File: src/design/pdcal_pkg.sv
package pdcal_pkg;

  typedef enum logic [1:0] {
    CMD_QUERY = 2'd0,
    CMD_LOAD  = 2'd1,
    CMD_NEXT  = 2'd2,
    CMD_PREV  = 2'd3
  } cmd_t;

  // The year is kept as hundreds and units so that the leap rule needs no division.
  typedef struct packed {
    logic [7:0] year_hi;
    logic [6:0] year_lo;
    logic [6:0] month;
    logic [6:0] day;
  } date_t;

  typedef struct packed {
    cmd_t       cmd;
    date_t      date;
  } split_t;

  typedef struct packed {
    date_t      date;
    logic       limit_hit;
  } step_t;

  // Exact unsigned division by 100 for any 32-bit value: multiply, then shift by 37.
  localparam logic [30:0] DIV100_MAGIC = 31'd1374389535;

  function automatic logic leap_of(logic [7:0] year_hi, logic [6:0] year_lo);
    logic leap;
    if (year_lo == 7'd0) begin
      leap = (year_hi[1:0] == 2'b00);
    end else begin
      leap = (year_lo[1:0] == 2'b00);
    end
    return leap;
  endfunction

  function automatic logic [4:0] month_len(logic leap, logic [6:0] month);
    logic [4:0] len;
    case (month) inside
      7'd2:                    len = leap ? 5'd29 : 5'd28;
      7'd4, 7'd6, 7'd9, 7'd11: len = 5'd30;
      default:                 len = 5'd31;
    endcase
    return len;
  endfunction

  function automatic logic [8:0] days_before(logic [3:0] month);
    logic [8:0] days;
    case (month)
      4'd2:    days = 9'd31;
      4'd3:    days = 9'd59;
      4'd4:    days = 9'd90;
      4'd5:    days = 9'd120;
      4'd6:    days = 9'd151;
      4'd7:    days = 9'd181;
      4'd8:    days = 9'd212;
      4'd9:    days = 9'd243;
      4'd10:   days = 9'd273;
      4'd11:   days = 9'd304;
      4'd12:   days = 9'd334;
      default: days = 9'd0;
    endcase
    return days;
  endfunction

endpackage

File: src/design/pdcal_split.sv
module pdcal_split (
  input  logic              clk,
  input  logic              rst_n,
  input  logic              in_valid,
  output logic              in_stall,
  input  logic [1:0]        in_command,
  input  logic [26:0]       in_load_date,
  output logic              split_valid,
  input  logic              split_stall,
  output pdcal_pkg::split_t split_data
);
  import pdcal_pkg::*;

  function automatic logic [20:0] div100(logic [26:0] x);
    logic [57:0] prod;
    prod = 58'(x) * 58'(DIV100_MAGIC);
    return prod[57:37];
  endfunction

  // Only the low bits matter: the remainder is below 100.
  function automatic logic [6:0] rem100(logic [6:0] x_low, logic [6:0] q_low);
    return 7'(x_low - 7'(q_low * 7'd100));
  endfunction

  logic [3:0]  v_r;
  logic [3:0]  hold;

  cmd_t        cmd1_r, cmd2_r, cmd3_r;
  logic [26:0] ld1_r;
  logic [20:0] q1_r;
  logic [6:0]  d2_r, d3_r, m3_r;
  logic [20:0] x2_r;
  logic [13:0] q2_r, y3_r;
  logic [7:0]  q3_r;
  split_t      split_r;

  logic [20:0] q2_full, q3_full;

  assign hold[3] = v_r[3] & split_stall;
  assign hold[2] = v_r[2] & hold[3];
  assign hold[1] = v_r[1] & hold[2];
  assign hold[0] = v_r[0] & hold[1];

  assign in_stall    = hold[0];
  assign split_valid = v_r[3];
  assign split_data  = split_r;

  assign q2_full = div100(27'(q1_r));
  assign q3_full = div100(27'(q2_r));

  always_ff @(posedge clk) begin
    if (!rst_n) begin
      v_r <= '0;
    end else begin
      if (!hold[0]) v_r[0] <= in_valid;
      if (!hold[1]) v_r[1] <= v_r[0];
      if (!hold[2]) v_r[2] <= v_r[1];
      if (!hold[3]) v_r[3] <= v_r[2];
    end
  end

  always_ff @(posedge clk) begin
    if (!hold[0]) begin
      cmd1_r <= cmd_t'(in_command);
      ld1_r  <= in_load_date;
      q1_r   <= div100(in_load_date);
    end
    if (!hold[1]) begin
      cmd2_r <= cmd1_r;
      d2_r   <= rem100(ld1_r[6:0], q1_r[6:0]);
      x2_r   <= q1_r;
      q2_r   <= q2_full[13:0];
    end
    if (!hold[2]) begin
      cmd3_r <= cmd2_r;
      d3_r   <= d2_r;
      m3_r   <= rem100(x2_r[6:0], q2_r[6:0]);
      y3_r   <= q2_r;
      q3_r   <= q3_full[7:0];
    end
    if (!hold[3]) begin
      split_r.cmd          <= cmd3_r;
      split_r.date.year_hi <= q3_r;
      split_r.date.year_lo <= rem100(y3_r[6:0], q3_r[6:0]);
      split_r.date.month   <= m3_r;
      split_r.date.day     <= d3_r;
    end
  end

endmodule

File: src/design/pdcal_step.sv
module pdcal_step (
  input  logic              clk,
  input  logic              rst_n,
  input  logic              split_valid,
  output logic              split_stall,
  input  pdcal_pkg::split_t split_data,
  output logic              date_valid,
  input  logic              date_stall,
  output pdcal_pkg::step_t  date_data
);
  import pdcal_pkg::*;

  logic       v_r;
  logic       hold;
  date_t      date_r, date_nxt;
  logic       hit_r, hit_nxt;

  logic       leap;
  logic [4:0] len_cur, len_prv;
  logic [7:0] hi_inc, hi_dec;
  logic [6:0] lo_inc, lo_dec;
  logic       ge_top, gt_top, le_low, year_zero;

  assign hold        = v_r & date_stall;
  assign split_stall = hold;
  assign date_valid  = v_r;
  assign date_data   = '{date: date_r, limit_hit: hit_r};

  assign leap    = leap_of(date_r.year_hi, date_r.year_lo);
  assign len_cur = month_len(leap, date_r.month);
  assign len_prv = month_len(leap, 7'(date_r.month - 7'd1));

  assign hi_inc = (date_r.year_lo == 7'd99) ? 8'(date_r.year_hi + 8'd1) : date_r.year_hi;
  assign lo_inc = (date_r.year_lo == 7'd99) ? 7'd0 : 7'(date_r.year_lo + 7'd1);
  assign hi_dec = (date_r.year_lo == 7'd0) ? 8'(date_r.year_hi - 8'd1) : date_r.year_hi;
  assign lo_dec = (date_r.year_lo == 7'd0) ? 7'd99 : 7'(date_r.year_lo - 7'd1);

  // Digit-wise comparison against 99991231 and 00000101; every part is below 100
  // except the hundreds of the year, so the order matches the packed number.
  assign ge_top = (date_r.year_hi > 8'd99) ||
                  (date_r.year_hi == 8'd99 && (date_r.year_lo > 7'd99 ||
                   (date_r.year_lo == 7'd99 && (date_r.month > 7'd12 ||
                    (date_r.month == 7'd12 && date_r.day >= 7'd31)))));
  assign gt_top = (date_r.year_hi > 8'd99) ||
                  (date_r.year_hi == 8'd99 && (date_r.year_lo > 7'd99 ||
                   (date_r.year_lo == 7'd99 && (date_r.month > 7'd12 ||
                    (date_r.month == 7'd12 && date_r.day > 7'd31)))));
  assign year_zero = (date_r.year_hi == 8'd0) && (date_r.year_lo == 7'd0);
  assign le_low = year_zero &&
                  (date_r.month == 7'd0 || (date_r.month == 7'd1 && date_r.day <= 7'd1));

  always_comb begin
    date_nxt = date_r;
    hit_nxt  = 1'b0;
    unique case (split_data.cmd)
      CMD_QUERY: begin
        date_nxt = date_r;
      end
      CMD_LOAD: begin
        date_nxt = split_data.date;
      end
      CMD_NEXT: begin
        if (ge_top) begin
          hit_nxt = 1'b1;
        end else if (date_r.month == 7'd0) begin
          date_nxt.month = 7'd1;
          date_nxt.day   = 7'd1;
        end else if (date_r.month > 7'd12) begin
          date_nxt = '{year_hi: hi_inc, year_lo: lo_inc, month: 7'd1, day: 7'd1};
        end else if (date_r.day < 7'(len_cur)) begin
          date_nxt.day = 7'(date_r.day + 7'd1);
        end else if (date_r.month < 7'd12) begin
          date_nxt.month = 7'(date_r.month + 7'd1);
          date_nxt.day   = 7'd1;
        end else begin
          date_nxt = '{year_hi: hi_inc, year_lo: lo_inc, month: 7'd1, day: 7'd1};
        end
      end
      CMD_PREV: begin
        if (le_low) begin
          hit_nxt = 1'b1;
        end else if (gt_top) begin
          date_nxt = '{year_hi: 8'd99, year_lo: 7'd99, month: 7'd12, day: 7'd31};
        end else if (date_r.month > 7'd12) begin
          date_nxt.month = 7'd12;
          date_nxt.day   = 7'd31;
        end else if (date_r.month != 7'd0 && date_r.day > 7'(len_cur)) begin
          date_nxt.day = 7'(len_cur);
        end else if (date_r.month != 7'd0 && date_r.day > 7'd1) begin
          date_nxt.day = 7'(date_r.day - 7'd1);
        end else if (date_r.month > 7'd1) begin
          date_nxt.month = 7'(date_r.month - 7'd1);
          date_nxt.day   = 7'(len_prv);
        end else if (year_zero) begin
          hit_nxt = 1'b1;
        end else begin
          date_nxt = '{year_hi: hi_dec, year_lo: lo_dec, month: 7'd12, day: 7'd31};
        end
      end
    endcase
  end

  always_ff @(posedge clk) begin
    if (!rst_n) begin
      v_r    <= 1'b0;
      date_r <= '0;
    end else if (!hold) begin
      v_r <= split_valid;
      if (split_valid) begin
        date_r <= date_nxt;
      end
    end
  end

  always_ff @(posedge clk) begin
    if (!hold && split_valid) begin
      hit_r <= hit_nxt;
    end
  end

endmodule

File: src/design/pdcal_fields.sv
module pdcal_fields (
  input  logic             clk,
  input  logic             rst_n,
  input  logic             date_valid,
  output logic             date_stall,
  input  pdcal_pkg::step_t date_data,
  output logic             out_valid,
  input  logic             out_stall,
  output logic [26:0]      out_current_value,
  output logic [13:0]      out_year_part,
  output logic [6:0]       out_month_part,
  output logic [6:0]       out_day_part,
  output logic [5:0]       out_quarter_number,
  output logic             out_leap_flag,
  output logic             out_valid_flag,
  output logic [8:0]       out_ordinal_day,
  output logic [8:0]       out_days_remaining,
  output logic             out_limit_hit
);
  import pdcal_pkg::*;

  logic        va_r, vb_r;
  logic        hold_a, hold_b;

  logic [13:0] ya_r;
  logic [6:0]  ma_r, da_r;
  logic        leapa_r, valida_r, hita_r;
  logic [8:0]  orda_r;
  logic [5:0]  qa_r;

  logic [26:0] value_r;
  logic [13:0] yb_r;
  logic [6:0]  mb_r, db_r;
  logic [5:0]  qb_r;
  logic        leapb_r, validb_r, hitb_r;
  logic [8:0]  ordb_r, remb_r;

  logic        leap_nxt, valid_nxt;
  logic [4:0]  len;
  logic [8:0]  ord_nxt;
  logic [15:0] qprod;

  assign hold_b     = vb_r & out_stall;
  assign hold_a     = va_r & hold_b;
  assign date_stall = hold_a;

  assign leap_nxt  = leap_of(date_data.date.year_hi, date_data.date.year_lo);
  assign len       = month_len(leap_nxt, date_data.date.month);
  assign valid_nxt = (date_data.date.month >= 7'd1) && (date_data.date.month <= 7'd12) &&
                     (date_data.date.day >= 7'd1) && (date_data.date.day <= 7'(len));
  assign ord_nxt   = valid_nxt ?
                     9'(9'(date_data.date.day) + days_before(date_data.date.month[3:0]) +
                        9'(date_data.date.month > 7'd2 && leap_nxt)) : 9'd0;
  // (month + 2) / 3 as a multiply by 171/512, exact for months up to 99.
  assign qprod     = (16'(date_data.date.month) + 16'd2) * 16'd171;

  always_ff @(posedge clk) begin
    if (!rst_n) begin
      va_r <= 1'b0;
      vb_r <= 1'b0;
    end else begin
      if (!hold_a) va_r <= date_valid;
      if (!hold_b) vb_r <= va_r;
    end
  end

  always_ff @(posedge clk) begin
    if (!hold_a) begin
      ya_r     <= 14'(14'(date_data.date.year_hi) * 14'd100 + 14'(date_data.date.year_lo));
      ma_r     <= date_data.date.month;
      da_r     <= date_data.date.day;
      leapa_r  <= leap_nxt;
      valida_r <= valid_nxt;
      orda_r   <= ord_nxt;
      qa_r     <= qprod[14:9];
      hita_r   <= date_data.limit_hit;
    end
    if (!hold_b) begin
      value_r  <= 27'(27'(ya_r) * 27'd10000 + 27'(ma_r) * 27'd100 + 27'(da_r));
      yb_r     <= ya_r;
      mb_r     <= ma_r;
      db_r     <= da_r;
      qb_r     <= qa_r;
      leapb_r  <= leapa_r;
      validb_r <= valida_r;
      ordb_r   <= orda_r;
      remb_r   <= 9'(9'd365 + 9'(leapa_r) - orda_r);
      hitb_r   <= hita_r;
    end
  end

  assign out_valid          = vb_r;
  assign out_current_value  = value_r;
  assign out_year_part      = yb_r;
  assign out_month_part     = mb_r;
  assign out_day_part       = db_r;
  assign out_quarter_number = qb_r;
  assign out_leap_flag      = leapb_r;
  assign out_valid_flag     = validb_r;
  assign out_ordinal_day    = ordb_r;
  assign out_days_remaining = remb_r;
  assign out_limit_hit      = hitb_r;

endmodule

File: src/design/packed_date_calendar_counter_top.sv
// Gregorian date counter holding one date packed as the decimal number YYYYMMDD.
// Each transfer queries, loads, or steps the date to the next or previous valid
// date, and yields one result with the date and its parts. The block takes one
// transfer per clock while the output is not stalled. Four stages split the
// loaded value into decimal digits by multiplying by a reciprocal of 100, one
// stage applies the command to the date register, and two stages rebuild the
// packed number and the derived fields. The throughput is set by the date
// register's step loop. A result that is stalled at the output holds only as
// many stages as are full behind it.
module packed_date_calendar_counter_top (
  input  logic        clk,
  input  logic        rst_n,
  input  logic        in_valid,
  output logic        in_stall,
  input  logic [1:0]  in_command,
  input  logic [26:0] in_load_date,
  output logic        out_valid,
  input  logic        out_stall,
  output logic [26:0] out_current_value,
  output logic [13:0] out_year_part,
  output logic [6:0]  out_month_part,
  output logic [6:0]  out_day_part,
  output logic [5:0]  out_quarter_number,
  output logic        out_leap_flag,
  output logic        out_valid_flag,
  output logic [8:0]  out_ordinal_day,
  output logic [8:0]  out_days_remaining,
  output logic        out_limit_hit
);
  import pdcal_pkg::*;

  logic   split_valid, split_stall;
  split_t split_data;
  logic   date_valid, date_stall;
  step_t  date_data;

  pdcal_split u_split (
    .clk          (clk),
    .rst_n        (rst_n),
    .in_valid     (in_valid),
    .in_stall     (in_stall),
    .in_command   (in_command),
    .in_load_date (in_load_date),
    .split_valid  (split_valid),
    .split_stall  (split_stall),
    .split_data   (split_data)
  );

  pdcal_step u_step (
    .clk         (clk),
    .rst_n       (rst_n),
    .split_valid (split_valid),
    .split_stall (split_stall),
    .split_data  (split_data),
    .date_valid  (date_valid),
    .date_stall  (date_stall),
    .date_data   (date_data)
  );

  pdcal_fields u_fields (
    .clk                (clk),
    .rst_n              (rst_n),
    .date_valid         (date_valid),
    .date_stall         (date_stall),
    .date_data          (date_data),
    .out_valid          (out_valid),
    .out_stall          (out_stall),
    .out_current_value  (out_current_value),
    .out_year_part      (out_year_part),
    .out_month_part     (out_month_part),
    .out_day_part       (out_day_part),
    .out_quarter_number (out_quarter_number),
    .out_leap_flag      (out_leap_flag),
    .out_valid_flag     (out_valid_flag),
    .out_ordinal_day    (out_ordinal_day),
    .out_days_remaining (out_days_remaining),
    .out_limit_hit      (out_limit_hit)
  );

endmodule

File: config.mk
export PLATFORM = sky130hd
export DESIGN_NAME = packed_date_calendar_counter_top
export DESIGN_NICKNAME = d
export VERILOG_FILES = /design/src/design/pdcal_pkg.sv /design/src/design/pdcal_split.sv /design/src/design/pdcal_step.sv /design/src/design/pdcal_fields.sv /design/src/design/packed_date_calendar_counter_top.sv
export SDC_FILE = /design/constraint.sdc
export NUM_CORES = 2
export LEC_CHECK = 0
export ABC_AREA = 1
export BUFFER_PORTS_ARGS = -buffer_cell sky130_fd_sc_hd__buf_2
export CAP_MARGIN = 15
export CORE_MARGIN = 8
export CORE_UTILIZATION = 60
export DETAILED_ROUTE_END_ITERATION = 8
export PLACE_DENSITY = 0.89
export SLEW_MARGIN = 20
export SYNTH_ARGS = -nofsm -noshare
export SYNTH_HDL_FRONTEND = slang
export SYNTH_HIERARCHICAL = 1
export SYNTH_SLANG_ARGS = --single-unit
File: constraint.sdc
create_clock -name clk -period 16.8 [get_ports clk]
set_input_delay 0.84 -clock clk [delete_from_list [all_inputs] [get_ports clk]]
set_output_delay 0.84 -clock clk [all_outputs]
set_load 0.02 [all_outputs]
Word level (Yosys, flattened, before mapping)
Memory sizes are Yosys's and may differ from the RTL's. A register that Yosys moved wholly into a read port is not among the register bits.
Index checks and enable logic that the tools add are counted.
Widths: inputs -> output; s select.
{"block": "totals", "reg_bits": 287, "romBits": 144, "inputBits": 33, "elab_cells": 213, "mem_count": 1}
{"block": "op_classes", "n_addsub": 19, "multipliers": 10, "order_cmp": 16, "n_eq_ne": 33, "mux": 41, "n_bitwise": 9, "n_reduce_logical": 37}
{"name": "(name not given)", "words": 16, "width": 9, "read_ports": 1, "rd_clocked_by_memory_dff": 1, "write_ports": 0, "line": "pdcal_pkg.sv:53", "source": "case (month)"}
{"operator": "$mux 29", "count": 5}
{"operator": "$pmux 29 s3", "count": 1}
{"operator": "$mux 22", "count": 3}
{"operator": "$mux 15", "count": 4}
{"operator": "$mul 27x31->58 const B", "count": 1}
{"operator": "$mux 14", "count": 4}
{"operator": "$mul 21x31->51 const B", "count": 1}
{"operator": "$mul 14x31->45 const B", "count": 1}
{"operator": "$eq 7x4->1 const B", "count": 5}
{"operator": "$mux 7", "count": 5}
{"operator": "$eq 7x3->1 const B", "count": 4}
{"operator": "$add 27x14->27", "count": 1}
{"operator": "$add 27x7->27", "count": 1}
{"operator": "$mul 14x10->23 const B", "count": 1}
{"operator": "$add 7x1->7 const B", "count": 3}
{"operator": "$mul 7x5->5 const B", "count": 3}
{"operator": "$ne 3x2->1 const B", "count": 7}
{"operator": "$sub 7x1->7 const B", "count": 3}
{"operator": "$sub 7x7->7", "count": 3}
{"operator": "$logic_and 1x1->1", "count": 16}
{"operator": "$mul 16x8->15 const B", "count": 1}
{"operator": "$mux 8", "count": 2}
{"operator": "$add 14x7->14", "count": 1}
{"operator": "$eq 7x2->1 const B", "count": 2}
{"operator": "51 further kinds", "count": 87}

Logic depth before layout (Yosys ltp)
{"block": "depth", "ltp_word": 14, "ltp_mapped": 28, "ltp_nobuf": 28}

Modules after synthesis
Netlist, hierarchy kept.
{"mod": "pdcal_split", "instances": 1, "cells_each": 4106, "area_each_um2": 36311.1}
{"mod": "pdcal_fields", "instances": 1, "cells_each": 1156, "area_each_um2": 11086.9}
{"mod": "pdcal_step", "instances": 1, "cells_each": 584, "area_each_um2": 3473.3}

Least setup slack after synthesis
OpenSTA, ideal clock, no wires.
{"block": "synth_path", "path_kind": "input port to flip-flop", "from": "input out_stall", "to": "register u_split.cmd1_r[0] (enable)", "setup_time_ns": 0.385, "arrival_time_ns": 6.226, "setup_slack_ns": 10.190, "cell_stages": 11, "path_cell_list": "nand2_1 > nor2_1 > nand2_1 > inv_1 > nand2_1 > nor2_1 > inv_1 > nor2_1 > inv_1 > nor2_1 > inv_1"}
{"block": "synth_via", "elab_chain_len": 7}
{"element": "start: declaration", "line": "packed_date_calendar_counter_top.sv:18", "source": "input logic out_stall,"}
{"element": "$and 1x1->1", "line": "pdcal_fields.sv:43", "source": "assign hold_b = vb_r & out_stall;"}
{"element": "$and 1x1->1", "line": "pdcal_fields.sv:44", "source": "assign hold_a = va_r & hold_b;"}
{"element": "via date_stall", "line": "packed_date_calendar_counter_top.sv:34", "source": "logic date_valid, date_stall;"}
{"element": "$and 1x1->1", "line": "pdcal_step.sv:24", "source": "assign hold = v_r & date_stall;"}
{"element": "via split_stall", "line": "packed_date_calendar_counter_top.sv:32", "source": "logic split_valid, split_stall;"}
{"element": "$and 1x1->1", "line": "pdcal_split.sv:39", "source": "assign hold[3] = v_r[3] & split_stall;"}
{"element": "$and 1x1->1", "line": "pdcal_split.sv:40", "source": "assign hold[2] = v_r[2] & hold[3];"}
{"element": "$and 1x1->1", "line": "pdcal_split.sv:41", "source": "assign hold[1] = v_r[1] & hold[2];"}
{"element": "$and 1x1->1", "line": "pdcal_split.sv:42", "source": "assign hold[0] = v_r[0] & hold[1];"}
{"element": "via in_stall", "line": "packed_date_calendar_counter_top.sv:14", "source": "output logic in_stall,"}
{"element": "end signal: assignment", "line": "pdcal_split.sv:64", "source": "cmd1_r <= cmd_t'(in_command);"}
{"element": "end: declaration", "line": "pdcal_split.sv:28", "source": "cmd_t cmd1_r, cmd2_r, cmd3_r;"}
The timed path passes the listed nets, and every way through them passes these cells.
A chain may end at the register's enable or synchronous reset.

Final worst setup path
{"block": "layout_path", "from": "register u_split.q1_r[5]", "to": "register u_split.q2_r[2] (data pin)"}
{"block": "layout_via", "elab_chain_len": 1}
{"element": "start: declaration", "line": "pdcal_split.sv:30", "source": "logic [20:0] q1_r;"}
{"element": "start signal: assignment", "line": "pdcal_split.sv:66", "source": "q1_r <= div100(in_load_date);"}
{"element": "$mul 21x31->51", "line": "pdcal_split.sv:16", "source": "prod = 58'(x) * 58'(DIV100_MAGIC);"}
{"element": "via u_split.q2_full[2]", "line": "pdcal_split.sv:37", "source": "logic [20:0] q2_full, q3_full;"}
{"element": "end signal: assignment", "line": "pdcal_split.sv:72", "source": "q2_r <= q2_full[13:0];"}
{"element": "end: declaration", "line": "pdcal_split.sv:33", "source": "logic [13:0] q2_r, y3_r;"}
The timed path passes the listed nets, and every way through them passes these cells.

==> run summary <==
Of the total synthesized cell area, the portion taken by full adders, half adders and majority gates is 0.492. The startpoint of the worst register-to-register path is u_split/q1_r[5]. The detailed-routing iteration count for the pre-antenna-repair pass came out at 7. The path with the worst hold slack has its endpoint at u_split/d3_r[4].

The endpoint identified for the worst register-to-register timing path is u_split/q2_r[2]. The final hold violation count is 0. The worst-skew pair later-pin latency came out at 0.59 ns. Along the worst hold path, the cell count comes to 0. The slew at the pin closest to its max-slew limit came out at 1.04 ns.

The first-pass GRT wire length came out at 224000 um. The aggregate negative setup slack came out at 0 ns. TritonCTS built the clock tree.

The congestion estimate from routability-driven global placement came to 1.06. The combinational family with the most area after synthesis is adder cells. The remaining global-route overflow is 0. The final critical-path share of the clock period came out at 0.390. The cell family contributing the most delay on the critical path is adder cells. In this run the remaining antenna-violating nets after routing total 0. Sorting the synthesized cells by area gives the leading types as fa_1 27%, ha_1 22%, edfxtp_1 15%.

The cell that appears most often on the critical path is fa_1. In this run the worst hold path is classified as register to register. The worst path required time is 17.11 ns. Of the total synthesized cell area, the portion taken by XOR and XNOR cells is 0.0196.

At the worst endpoint, the arrival time is 6.86 ns. For this design, the sink count on the clock tree is 285. STA classifies the critical path startpoint as a register. The worst setup path is captured at a register.

The H-tree depth came out at 1. The post-CTS setup repair buffer count is 0. In the synthesized netlist the async set-or-reset flop fraction comes to 0. The worst setup path is of the register to register kind. The die area came out at 94400 um2. Of the synthesized area, sequential elements account for 0.161.

The remaining design rule violation count came out at 0. The number of placement rows came out at 106. The CTS clock-pin slew for the worst setup and hold paths is 0.06 ns.

The critical path contains buffers and inverters numbering 6 combined. The setup check on the worst reg-to-reg path leaves a slack of 10.25 ns. The number of global-route vias before repair is 41600. The count of different cell masters after synthesis is 67.

The number of max-cap violations came out at 0. The upper clock frequency limit is 0.153 GHz. The mean post-synth cell area is 8.70 um2. The number of buffers created by CTS came out at 30.

The region available for standard cell placement spans 83800 um2. The effective utilization at floorplan came out at 0.607. The first-iteration detailed-routing DRC count is 3421. The half-perimeter wire length of the detailed placement result is 122000 um. The final net count came out at 7601. The number of synthesized flops with an enable pin came out at 249. The final setup violation count is 0. The routed length per instance came out at 19.6 um. The post-synthesis sequential element count is 285.

The clock tree root driver cell is clkbuf_16. The global router's overall resource usage is 0.300. The share of the synthesized area in compound gates (AO/OA/AOI/OAI) was 0.0612. The number of vias per cell is 5.55.

The worst hold path begins at u_split/d2_r[4]. The number of antenna violations at the first check in global routing is 1. The Yosys step of the flow raised 6 warnings.

In this run the worst setup path begins at u_split/q1_r[5]. The clock period minus worst slack came out at 6.55 ns. The top-level port count came out at 117. The max-slew violation count is 0. Entering global routing, the biggest net connects 72 pins.

Summed over all instances, the cell type with the most area after synthesis is fa_1. The final wirelength is 140000 um. The via count is 39600.

Measured along the y axis, the die boundary spans 307 um. The width of the die came out at 307 um. Among all stages on the critical path, the largest delay is contributed by edfxtp_1.

The post-synthesis cell area is 50900 um2. In this run the tightest slew margin relative to its limit is 0.303. The cts-stage hold buffer count is 0. Of the cells placed in the final design, the portion with a size suffix greater than 1 is 0.0510.

The share of synthesized area in the top cell type comes to 0.272. The mux share of post-synthesis cell area came out at 0. Of the total synthesized cell area, the portion taken by AND, OR, NAND and NOR gates is 0.145. The clock passes through at most 3 buffers. In this run the tool buffered the top-level ports with 116 buffer cells. The signal on the critical path passes through fa_1 > fa_1 > inv_1 > fa_1 > inv_1 > fa_1 > inv_1 > fa_1 > fa_1 > inv_1 > fa_1 > inv_1 > ha_1 > nand2_1 > inv_1 > a21oi_1 > nor2_1 > nor2_1 > nor2_1 > nor3_1 > nand2_1 > nand2_1 > nand2_1. The final setup skew is 0.0199 ns.

Setup repair after global routing left no endpoint under its margin. In this run the worst path has a maximum fanout of 10. The total of cells resized after clock tree synthesis is 0. The layout-stage area growth over the synthesis result came out at 5.80%. The length in cells of the worst reg-to-reg path came out at 23. The longest individual stage delay on the worst path came out at 0.77 ns. The most used flip-flop cell after synthesis is edfxtp_1. The number of nets produced by synthesis is 7466.

The run finished with clean final reports. The post-synthesis cell count is 5846.
-- sequential cells by signal, summed over array words and instances (netlist names), 8 cells and up --
name / count
u_split/q3_r: 8
u_fields/out_current_value: 27
u_step/date_data: 29
u_fields/out_year_part: 14
u_fields/orda_r: 9
u_fields/out_ordinal_day: 9
u_fields/out_days_remaining: 9
u_split/q2_r: 14
u_fields/ya_r: 14
u_split/split_data: 31
u_split/q1_r: 21
-- logic make-up after synthesis --
family                   count (synthesis)
flip-flops                             285
adder cells (fa/ha/maj)               1587
AO/OA/AOI/OAI                          563
XOR/XNOR                               114
buffers and inverters                 1617
AND/OR/NAND/NOR                       1680
-- metal layers --
metal | routed length (um) | global-route usage
met5 | 0 | 0
met4 | 5490 | 0.0976
met3 | 11900 | 0.0513
met2 | 65700 | 0.506
met1 | 56900 | 0.393
-- placed cells by master (no fill, tap or decap), types with 13 or more instances in the layout --
master and n:
nand2_1 864, nor2_1 359, inv_2 16, nand4_1 78, nor2_4 13, a21oi_1 279, xnor2_1 52, nor3_1 45
nand3b_1 13, nand2_2 31, inv_1 1577, nor2_2 21, ha_1 897, clkbuf_16 31, buf_2 116, edfxtp_1 249
nand3_1 197, xor2_1 62, dfxtp_1 36, o21bai_1 32, fa_1 690, o21ai_0 164
-- per-stage QoR --
| stage | hold WS, ns | instance area (um2) | worst slack (ns) | utilization | std cells |
|---|---|---|---|---|---|
| CTS | 0.399 | 53800 | 10.31 | 0.642 | 7139 |
| floorplan | 0.400 | 50900 | 10.19 | - | 5846 |
| global route | 0.407 | 53800 | 9.96 | 0.642 | 7140 |
| finish | 0.407 | 53800 | 10.25 | 0.642 | 7143 |
| global placement | 0.402 | 52800 | 9.86 | 0.630 | 7083 |
| detailed placement | 0.405 | 52800 | 9.86 | 0.630 | 7083 |
-- cell usage after synthesis (31+ instances only) --
library cell	number
fa_1	690
nand4_1	78
xnor2_1	52
nand2_2	31
nor3_1	45
o21bai_1	32
o21ai_0	164
dfxtp_1	36
edfxtp_1	249
ha_1	897
inv_1	1578
nor2_1	359
nand3_1	197
xor2_1	62
a21oi_1	279
nand2_1	865
-- cell type report --
type,count,area [um2]
Clock buffer,33,793
Clock inverter,23,223
Fill cell,6788,30000
Sequential cell,285,8200
Antenna cell,4,10.0
Inverter,1595,5990
Timing Repair Buffer,125,648
Multi-Input combinational cell,3944,36500
Tap cell,1134,1420
-- worst max-delay path by stage --
stage / to / slack [ns] / cells after the start
final: u_split/q2_r[2] / 10.25 / 23
after global placement: u_split/q1_r[16] / 9.86 / 27
after floorplan: u_split/cmd1_r[0] / 10.19 / 11
after CTS: u_split/q2_r[2] / 10.31 / 23
after global routing: u_split/q1_r[16] / 9.96 / 24
after detailed placement: u_split/q1_r[16] / 9.86 / 24
Power is not shown: default switching activity piles up to over one toggle a cycle in this logic, so the estimate is an artifact.
